**src/rtl/mau_pkg.sv**
```systemverilog
package mau_pkg;

	localparam int unsigned OP_W  = 32;
	localparam int unsigned MOD_W = 30;
	localparam int unsigned CMD_W = 3;

	localparam logic [MOD_W-1:0] MODULUS_RESET = MOD_W'(1000000007);

	// command codes
	localparam logic [CMD_W-1:0] CMD_ADD   = 3'd0;
	localparam logic [CMD_W-1:0] CMD_SUB   = 3'd1;
	localparam logic [CMD_W-1:0] CMD_MUL   = 3'd2;
	localparam logic [CMD_W-1:0] CMD_POW   = 3'd3;
	localparam logic [CMD_W-1:0] CMD_DIV   = 3'd4;
	localparam logic [CMD_W-1:0] CMD_BINOM = 3'd5;

	typedef struct packed {
		logic [CMD_W-1:0] cmd;
		logic [OP_W-1:0]  operand_a;
		logic [OP_W-1:0]  operand_b;
	} in_item_t;

	typedef struct packed {
		logic [MOD_W-1:0] result;
		logic             range_error;
	} out_item_t;

	typedef enum logic [3:0] {
		ST_IDLE,
		ST_MUL,
		ST_RED_A,
		ST_RED_B,
		ST_ADDSUB,
		ST_PW_STEP,
		ST_PW_ACC,
		ST_PW_SQ,
		ST_FINAL,
		ST_BN_STEP,
		ST_BN_NUM,
		ST_BN_DEN,
		ST_OUT
	} state_t;

endpackage

```
**src/rtl/modular_arithmetic_unit_core.sv**
```systemverilog
// Modular arithmetic unit: one transaction carries a command (add, sub, mul, pow, div by
// Fermat inverse, binomial C(a,b)) and two 32-bit operands; one 30-bit result comes back,
// reduced modulo the modulus register (reset 1000000007, prime for div and binomial).
// Products and operand reductions run through a single bit-serial modular multiplier: a
// sequencer state launches a product, the multiplier does one shift-add-reduce step per
// bit of its 32-bit x operand, and the return state takes the product and may launch
// the next one. Add and sub use a separate adder once both operands are reduced.
// Pow uses b as the exponent; div and binomial invert through the exponent m-2.
// Commands 6 and 7, a modulus below two, or a binomial with b above MAX_K give result 0
// without running the multiplier (range_error set for the last case).
// The input stalls for the whole transaction; a finished result waits in an output
// register so the next transaction can be taken while it is pending. The input is
// released in the same cycle that out_valid rises.
module modular_arithmetic_unit_core #(
	parameter int unsigned MAX_K = 4095
) (
	input  logic                        clk,
	input  logic                        arst_n,
	input  logic                        cfg_wr_en,
	input  logic [mau_pkg::MOD_W-1:0]   cfg_wr_data,
	input  logic                        in_valid,
	output logic                        in_stall,
	input  mau_pkg::in_item_t           in_data,
	output logic                        out_valid,
	input  logic                        out_stall,
	output mau_pkg::out_item_t          out_data
);
	import mau_pkg::*;

	localparam int unsigned KW = $clog2(MAX_K + 1);

	state_t state_q, state_d, ret_q;

	logic [MOD_W-1:0] mod_q;
	logic [CMD_W-1:0] cmd_q;
	logic [MOD_W-1:0] ar_q, br_q, acc_q, base_q, num_q, den_q, im_q;
	logic [OP_W-1:0]  b_q, e_q;
	logic [KW-1:0]    kcnt_q;
	logic [MOD_W-1:0] res_q;
	logic             err_q;
	logic             out_valid_q;
	out_item_t        out_q;

	// shared multiplier registers
	logic [OP_W-1:0]  mx_q;
	logic [MOD_W-1:0] my_q, macc_q;
	logic [4:0]       mcnt_q;

	// multiplier launch request
	logic             mul_go;
	logic [OP_W-1:0]  mul_x;
	logic [MOD_W-1:0] mul_y;
	state_t           mul_ret;

	logic             in_err;
	logic             out_free;
	logic [OP_W-1:0]  mt, mt_sub1, mt_sub2;
	logic [MOD_W:0]   dfac_w, sum_w, sum_red;
	logic [MOD_W-1:0] dfac, term;

	assign in_err   = (in_data.cmd == CMD_BINOM) && (in_data.operand_b > OP_W'(MAX_K));
	assign out_free = !out_valid_q || !out_stall;

	// one multiplier step: acc = (2*acc + bit*y) mod m
	assign mt      = {1'b0, macc_q, 1'b0} + (mx_q[OP_W-1] ? OP_W'(my_q) : '0);
	assign mt_sub1 = mt - OP_W'(mod_q);
	assign mt_sub2 = mt - {1'b0, mod_q, 1'b0};

	// binomial factors: (i+1) mod m and (n - i) mod m
	assign dfac_w = {1'b0, im_q} + (MOD_W+1)'(1);
	assign dfac   = (dfac_w == {1'b0, mod_q}) ? '0 : dfac_w[MOD_W-1:0];
	assign term   = (ar_q >= im_q) ? (ar_q - im_q) : (ar_q + mod_q - im_q);

	// add / sub with a single correction
	always_comb begin
		if (cmd_q == CMD_SUB) begin
			sum_w = {1'b0, ar_q} + {1'b0, mod_q} - {1'b0, br_q};
		end else begin
			sum_w = {1'b0, ar_q} + {1'b0, br_q};
		end
		sum_red = (sum_w >= {1'b0, mod_q}) ? (sum_w - {1'b0, mod_q}) : sum_w;
	end

	// sequencer
	always_ff @(posedge clk or negedge arst_n) begin
		if (!arst_n) begin
			state_q <= ST_IDLE;
		end else begin
			state_q <= state_d;
		end
	end

	always_comb begin
		state_d = state_q;
		mul_go  = 1'b0;
		mul_x   = '0;
		mul_y   = '0;
		mul_ret = ST_IDLE;
		unique case (state_q)
			ST_IDLE: begin
				if (in_valid) begin
					if (in_err || mod_q < MOD_W'(2) || in_data.cmd > CMD_BINOM) begin
						state_d = ST_OUT;
					end else begin
						mul_go  = 1'b1;
						mul_x   = in_data.operand_a;
						mul_y   = MOD_W'(1);
						mul_ret = ST_RED_A;
					end
				end
			end
			ST_MUL: begin
				if (mcnt_q == '0) state_d = ret_q;
			end
			ST_RED_A: begin
				mul_go  = 1'b1;
				mul_x   = b_q;
				mul_y   = MOD_W'(1);
				mul_ret = ST_RED_B;
			end
			ST_RED_B: begin
				priority case (cmd_q)
					CMD_ADD, CMD_SUB: state_d = ST_ADDSUB;
					CMD_MUL: begin
						mul_go  = 1'b1;
						mul_x   = OP_W'(ar_q);
						mul_y   = macc_q;
						mul_ret = ST_FINAL;
					end
					CMD_POW, CMD_DIV: state_d = ST_PW_STEP;
					default:          state_d = ST_BN_STEP;
				endcase
			end
			ST_ADDSUB: state_d = ST_OUT;
			ST_PW_STEP: begin
				if (e_q == '0) begin
					if (cmd_q == CMD_POW) begin
						state_d = ST_OUT;
					end else begin
						mul_go  = 1'b1;
						mul_x   = OP_W'(ar_q);
						mul_y   = acc_q;
						mul_ret = ST_FINAL;
					end
				end else if (e_q[0]) begin
					mul_go  = 1'b1;
					mul_x   = OP_W'(acc_q);
					mul_y   = base_q;
					mul_ret = ST_PW_ACC;
				end else begin
					mul_go  = 1'b1;
					mul_x   = OP_W'(base_q);
					mul_y   = base_q;
					mul_ret = ST_PW_SQ;
				end
			end
			ST_PW_ACC: begin
				mul_go  = 1'b1;
				mul_x   = OP_W'(base_q);
				mul_y   = base_q;
				mul_ret = ST_PW_SQ;
			end
			ST_PW_SQ:  state_d = ST_PW_STEP;
			ST_FINAL:  state_d = ST_OUT;
			ST_BN_STEP: begin
				if (kcnt_q == b_q[KW-1:0]) begin
					state_d = ST_PW_STEP;
				end else begin
					mul_go  = 1'b1;
					mul_x   = OP_W'(num_q);
					mul_y   = term;
					mul_ret = ST_BN_NUM;
				end
			end
			ST_BN_NUM: begin
				mul_go  = 1'b1;
				mul_x   = OP_W'(den_q);
				mul_y   = dfac;
				mul_ret = ST_BN_DEN;
			end
			ST_BN_DEN: state_d = ST_BN_STEP;
			ST_OUT: begin
				if (out_free) state_d = ST_IDLE;
			end
			default: state_d = ST_IDLE;
		endcase
		if (mul_go) state_d = ST_MUL;
	end

	// modulus register
	always_ff @(posedge clk or negedge arst_n) begin
		if (!arst_n) begin
			mod_q <= MODULUS_RESET;
		end else if (cfg_wr_en) begin
			mod_q <= cfg_wr_data;
		end
	end

	// shared modular multiplier
	always_ff @(posedge clk) begin
		if (mul_go) begin
			mx_q   <= mul_x;
			my_q   <= mul_y;
			macc_q <= '0;
			mcnt_q <= 5'd31;
			ret_q  <= mul_ret;
		end else if (state_q == ST_MUL) begin
			mx_q   <= {mx_q[OP_W-2:0], 1'b0};
			mcnt_q <= mcnt_q - 5'd1;
			if (!mt_sub2[OP_W-1] && mt >= {1'b0, mod_q, 1'b0}) begin
				macc_q <= mt_sub2[MOD_W-1:0];
			end else if (mt >= OP_W'(mod_q)) begin
				macc_q <= mt_sub1[MOD_W-1:0];
			end else begin
				macc_q <= mt[MOD_W-1:0];
			end
		end
	end

	// datapath registers
	always_ff @(posedge clk) begin
		unique case (state_q)
			ST_IDLE: begin
				cmd_q <= in_data.cmd;
				b_q   <= in_data.operand_b;
				res_q <= '0;
				err_q <= in_err;
			end
			ST_RED_A: ar_q <= macc_q;
			ST_RED_B: begin
				br_q   <= macc_q;
				acc_q  <= MOD_W'(1);
				num_q  <= MOD_W'(1);
				den_q  <= MOD_W'(1);
				im_q   <= '0;
				kcnt_q <= '0;
				if (cmd_q == CMD_POW) begin
					base_q <= ar_q;
					e_q    <= b_q;
				end else begin
					base_q <= macc_q;
					e_q    <= OP_W'(mod_q) - OP_W'(2);
				end
			end
			ST_ADDSUB: res_q <= sum_red[MOD_W-1:0];
			ST_PW_STEP: begin
				if (e_q == '0) res_q <= acc_q;
			end
			ST_PW_ACC: acc_q <= macc_q;
			ST_PW_SQ: begin
				base_q <= macc_q;
				e_q    <= e_q >> 1;
			end
			ST_FINAL: res_q <= macc_q;
			ST_BN_STEP: begin
				// loop done: num becomes the final factor, den^(m-2) follows
				if (kcnt_q == b_q[KW-1:0]) begin
					ar_q   <= num_q;
					base_q <= den_q;
					acc_q  <= MOD_W'(1);
					e_q    <= OP_W'(mod_q) - OP_W'(2);
				end
			end
			ST_BN_NUM: num_q <= macc_q;
			ST_BN_DEN: begin
				den_q  <= macc_q;
				im_q   <= dfac;
				kcnt_q <= kcnt_q + KW'(1);
			end
			default: ;
		endcase
	end

	// output register
	always_ff @(posedge clk or negedge arst_n) begin
		if (!arst_n) begin
			out_valid_q <= 1'b0;
		end else if (state_q == ST_OUT && out_free) begin
			out_valid_q <= 1'b1;
		end else if (!out_stall) begin
			out_valid_q <= 1'b0;
		end
	end

	always_ff @(posedge clk) begin
		if (state_q == ST_OUT && out_free) begin
			out_q.result      <= res_q;
			out_q.range_error <= err_q;
		end
	end

	assign in_stall  = (state_q != ST_IDLE);
	assign out_valid = out_valid_q;
	assign out_data  = out_q;

	// a range error always carries a zero result
	a_err_zero: assert property (@(posedge clk) disable iff (!arst_n)
		out_valid |-> !(out_data.range_error && out_data.result != '0))
		else $error("range_error with nonzero result");

	// results stay reduced
	a_res_range: assert property (@(posedge clk) disable iff (!arst_n)
		(out_valid && mod_q >= MOD_W'(2)) |-> (out_data.result < mod_q))
		else $error("result not reduced");

	// multiplier accumulator stays below the modulus
	a_macc_range: assert property (@(posedge clk) disable iff (!arst_n)
		(state_q == ST_MUL) |-> (macc_q < mod_q))
		else $error("multiplier accumulator out of range");

	// a multiply always ends after its step count
	a_mul_end: assert property (@(posedge clk) disable iff (!arst_n)
		(state_q == ST_MUL && mcnt_q == '0) |=> (state_q != ST_MUL || mcnt_q == 5'd31))
		else $error("multiplier overran");

endmodule

```
**config.mk**
```make
export PLATFORM = sky130hd
export DESIGN_NAME = modular_arithmetic_unit_core
export DESIGN_NICKNAME = d
export VERILOG_FILES = /design/src/rtl/mau_pkg.sv /design/src/rtl/modular_arithmetic_unit_core.sv
export SDC_FILE = /design/constraint.sdc
export NUM_CORES = 2
export LEC_CHECK = 0
export BUFFER_PORTS_ARGS = -buffer_cell sky130_fd_sc_hd__buf_2
export CAP_MARGIN = 20
export CORE_ASPECT_RATIO = 0.6
export CORE_UTILIZATION = 55
export DETAILED_ROUTE_END_ITERATION = 6
export HOLD_SLACK_MARGIN = 0.1
export PLACE_DENSITY = 0.69
export REMOVE_ABC_BUFFERS = 1
export SLEW_MARGIN = 20
export SYNTH_ARGS = -nofsm -noshare
export SYNTH_HDL_FRONTEND = slang
export SYNTH_SLANG_ARGS = --single-unit
```
**constraint.sdc**
```tcl
create_clock -name clk -period 8.45 [get_ports clk]
set_input_delay 1.2675 -clock clk [delete_from_list [all_inputs] [get_ports clk]]
set_output_delay 1.2675 -clock clk [all_outputs]
set_load 0.05 [all_outputs]
```
==> out/results.txt <==
Status -> finished with violations
Failing checks -> DRC
Routed wire length -> 152700 µm
Min-delay worst type -> flop to flop
DR iter-0 viols -> 6153
Critical Path AT -> 7.34 ns
Required @ worst endpoint -> 8.83 ns
Worst ir drop on vdd -> 0.5141 mV
Initial antenna violation count -> 8
Final Cell Area -> 41230 µm²
Leak Pwr -> 16.79 nW
Worst reg2reg startpoint -> ar_q[1]
Synth top area cells -> edfxtp_1 (33%), ha_1 (8.1%), xnor2_1 (4.6%)
Total GRT Usage -> 0.4314
Placed Instances -> 4972
Post_cts resized -> 0
Filler cells -> 5743
Antenna-violating nets left -> 0
Most used cell, CP -> o21ai_0
Critical Path Max Stage Delay -> 0.63 ns
Slew Limit Fails -> 0
Via count -> 34870
Least-Margin Pin Slew -> 1.215 ns
Unrepaired setup endpoints after global routing -> no
Crit path kind -> flop to flop
Die Y -> 204.3 µm
Max Cap Viol -> 0
Cell Count, Final, Fillers Out -> 5064
Power Total -> 16.05 mW
DP Wirelength -> 115400 µm
Nature of the critical path endpoint -> flop
EDFF count, synth -> 417
Sequential fraction of the synthesis area -> 0.3764
# rows -> 73
Post-CTS setup buffer count -> 0
Achievable Freq -> 143.7 MHz
I/O Buffers -> 134
GPL Wtd Cong -> 1.042
Share of the clock period used by the worst path -> 0.8233
Hold path start -> res_q[26]
Die area -> 69280 µm²
H-tree depth -> 2
CTS Buf Count -> 49
Post-Syn Area -> 37510 µm²
Startpoint Class -> flop
Setup TNS Final -> 0 ns
Largest net degree at the start of global routing -> 63
Endpoints failing setup -> 0
Async set-reset flop share out of synthesis -> 0.07187
CTS clk-pin slew, worst paths -> 0.07 ns
Final clock skew -> 0.05045 ns
CP max FO -> 33
Initial core utilization -> 0.5610
Root buf cell -> clkbuf_16
I/O Pins -> 135
Syn Inst Count -> 4025
DRC viols -> 142
PwrDens -> 389.2 nW/µm²
YS warnings -> 0
Yosys cell types -> 87
GR Overflow Total -> 0
Fin nets -> 4533
Hold-fix buffers, CTS -> 0
Seq cells post-synth -> 487
First-pass GRT wire length -> 216600 µm
Max_slew headroom -> 0.1879
CTS Buffer Depth -> 3
CTS tree -> done
DR WL/cell -> 30.16 µm
Top-area cell type share of the netlist area -> 0.3339
Synth Area per Inst -> 9.319 µm²
Post-route minimum period -> 6.957 ns
Vias in the first global route -> 31320
First-pass DRT Iterations -> 7
Clock sinks -> 487
Layout cells sized above 1 -> 0.09298
Critical path's slowest cell -> edfxtp_1
Synth-to-Final Area Change -> 9.931%
DP Area -> 39500 µm²
Largest area contributor in the netlist -> edfxtp_1
Die X -> 339.1 µm
Post-DR vias/cell -> 6.886
Core area -> 66860 µm²
Crit path from -> ar_q[1]
Fin. Hold Viols -> 0
Worst skew pair latency -> 0.67 ns
Most used DFF post-synth -> edfxtp_1
==> stage by stage <==
step | worst slack [ns] | util | hold slack, ns
floorplan | 1.140 | - | 0.4003
global placement | 1.687 | 0.5907 | 0.4004
detailed placement | 1.565 | 0.5908 | 0.4045
CTS | 1.554 | 0.6166 | 0.4186
global route | 0.9704 | 0.6166 | 0.4264
finish | 1.493 | 0.6167 | 0.4183
==> critical path, delay by kind of cell, from the launching register on <==
kind	cells	cell delay [ns]
and+or+nand+nor	5	0.75
DFF	1	0.63
xor gates and xnor gates	1	0.08
adders and majority gates	3	1.26
AOI/OAI and AO/OA	13	3.23
buffers and inverters	3	0.73
==> cells in the mapped netlist (38+ instances only) <==
cell type and instances:
a211oi_1 39, a21o_1 99, a21oi_1 289, a222oi_1 88, a22oi_1 109, and2_1 74
and3_1 84, clkbuf_1 161, edfxtp_1 417, fa_1 65, ha_1 243, inv_1 290
mux2i_1 63, nand2_1 370, nand3_1 82, nand4_1 75, nor2_1 249, nor3_1 55
o211ai_1 38, o21ai_0 266, xnor2_1 195, xor2_1 94
==> kinds of logic after synthesis <==
| logic type | count (synthesis) | share of synthesized area |
|---|---|---|
| mux | 69 | 0.01861 |
| flops | 487 | 0.3764 |
| simple gates | 1168 | 0.1520 |
| xor+xnor | 291 | 0.06869 |
| compound gates | 1226 | 0.2198 |
| buf+inv | 476 | 0.04867 |
| fa+ha+maj | 308 | 0.1158 |
==> worst paths after layout <==
kind                                endpoint  slack (ns)  depth (start not counted)
worst max-delay path               res_q[18]        1.49                         25
worst min-delay path            out_data[27]        0.42                          0
worst max register to register     res_q[18]        1.49                         25
worst min register to register  out_data[27]        0.42                          0
max in group asynchronous          mod_q[26]        7.00                          1
min in group asynchronous          out_valid        0.78                          1
==> layout make-up <==
| cell class | count | area [µm²] | area share |
|---|---|---|---|
| Multi-Input combinational cell | 3062 | 21760 | 0.5278 |
| Sequential cell | 487 | 14120 | 0.3424 |
| Timing Repair Buffer | 231 | 1399 | 0.03393 |
| Clock buffer | 58 | 1270 | 0.03080 |
| Tap cell | 900 | 1126 | 0.02731 |
| Inverter | 292 | 1096 | 0.02658 |
| Clock inverter | 32 | 456.7 | 0.01108 |
| Antenna cell | 2 | 5.005 | 0.0001214 |
==> power breakdown <==
| group | leakage, nW | internal, mW | switching [mW] |
|---|---|---|---|
| registers | 4.69 | 3.48 | 0.546 |
| logic | 11.3 | 3.40 | 6.14 |
| clock network | 0.832 | 1.39 | 1.09 |
==> flip-flops by register name, summed over array words and instances (netlist names), 31 cells and up <==
register and count:
b_q 32, e_q 32, mx_q 32, out_data 31
==> layout by cell type (no fill, tap or decap), types with 31 or more instances in the layout <==
cell type / synthesis / final
edfxtp_1: 417 / 417
nand2_1: 370 / 368
inv_1: 290 / 290
a21oi_1: 289 / 288
o21ai_0: 266 / 262
ha_1: 243 / 243
nor2_1: 249 / 241
xnor2_1: 195 / 195
buf_2: 13 / 134
a22oi_1: 109 / 109
a21o_1: 99 / 99
buf_4: 0 / 97
xor2_1: 94 / 94
a222oi_1: 88 / 88
and3_1: 84 / 84
nand3_1: 82 / 82
nand4_1: 75 / 75
and2_1: 74 / 72
fa_1: 65 / 65
mux2i_1: 63 / 63
nor3_1: 55 / 51
clkbuf_16: 0 / 49
a211oi_1: 39 / 39
o211ai_1: 38 / 38
nor4_1: 36 / 36
dfxtp_1: 35 / 35
o21bai_1: 33 / 33
nand2b_1: 31 / 31
==> layer usage <==
layer,GRT usage,vias to the layer above,routed length (µm)
li1,-,15290,-
met1,0.6325,16610,64570
met2,0.5243,2676,54240
met3,0.2437,280,29620
met4,0.1112,18,4088
met5,0.008333,-,197
No activity file was read; power rests on OpenSTA's default activity.
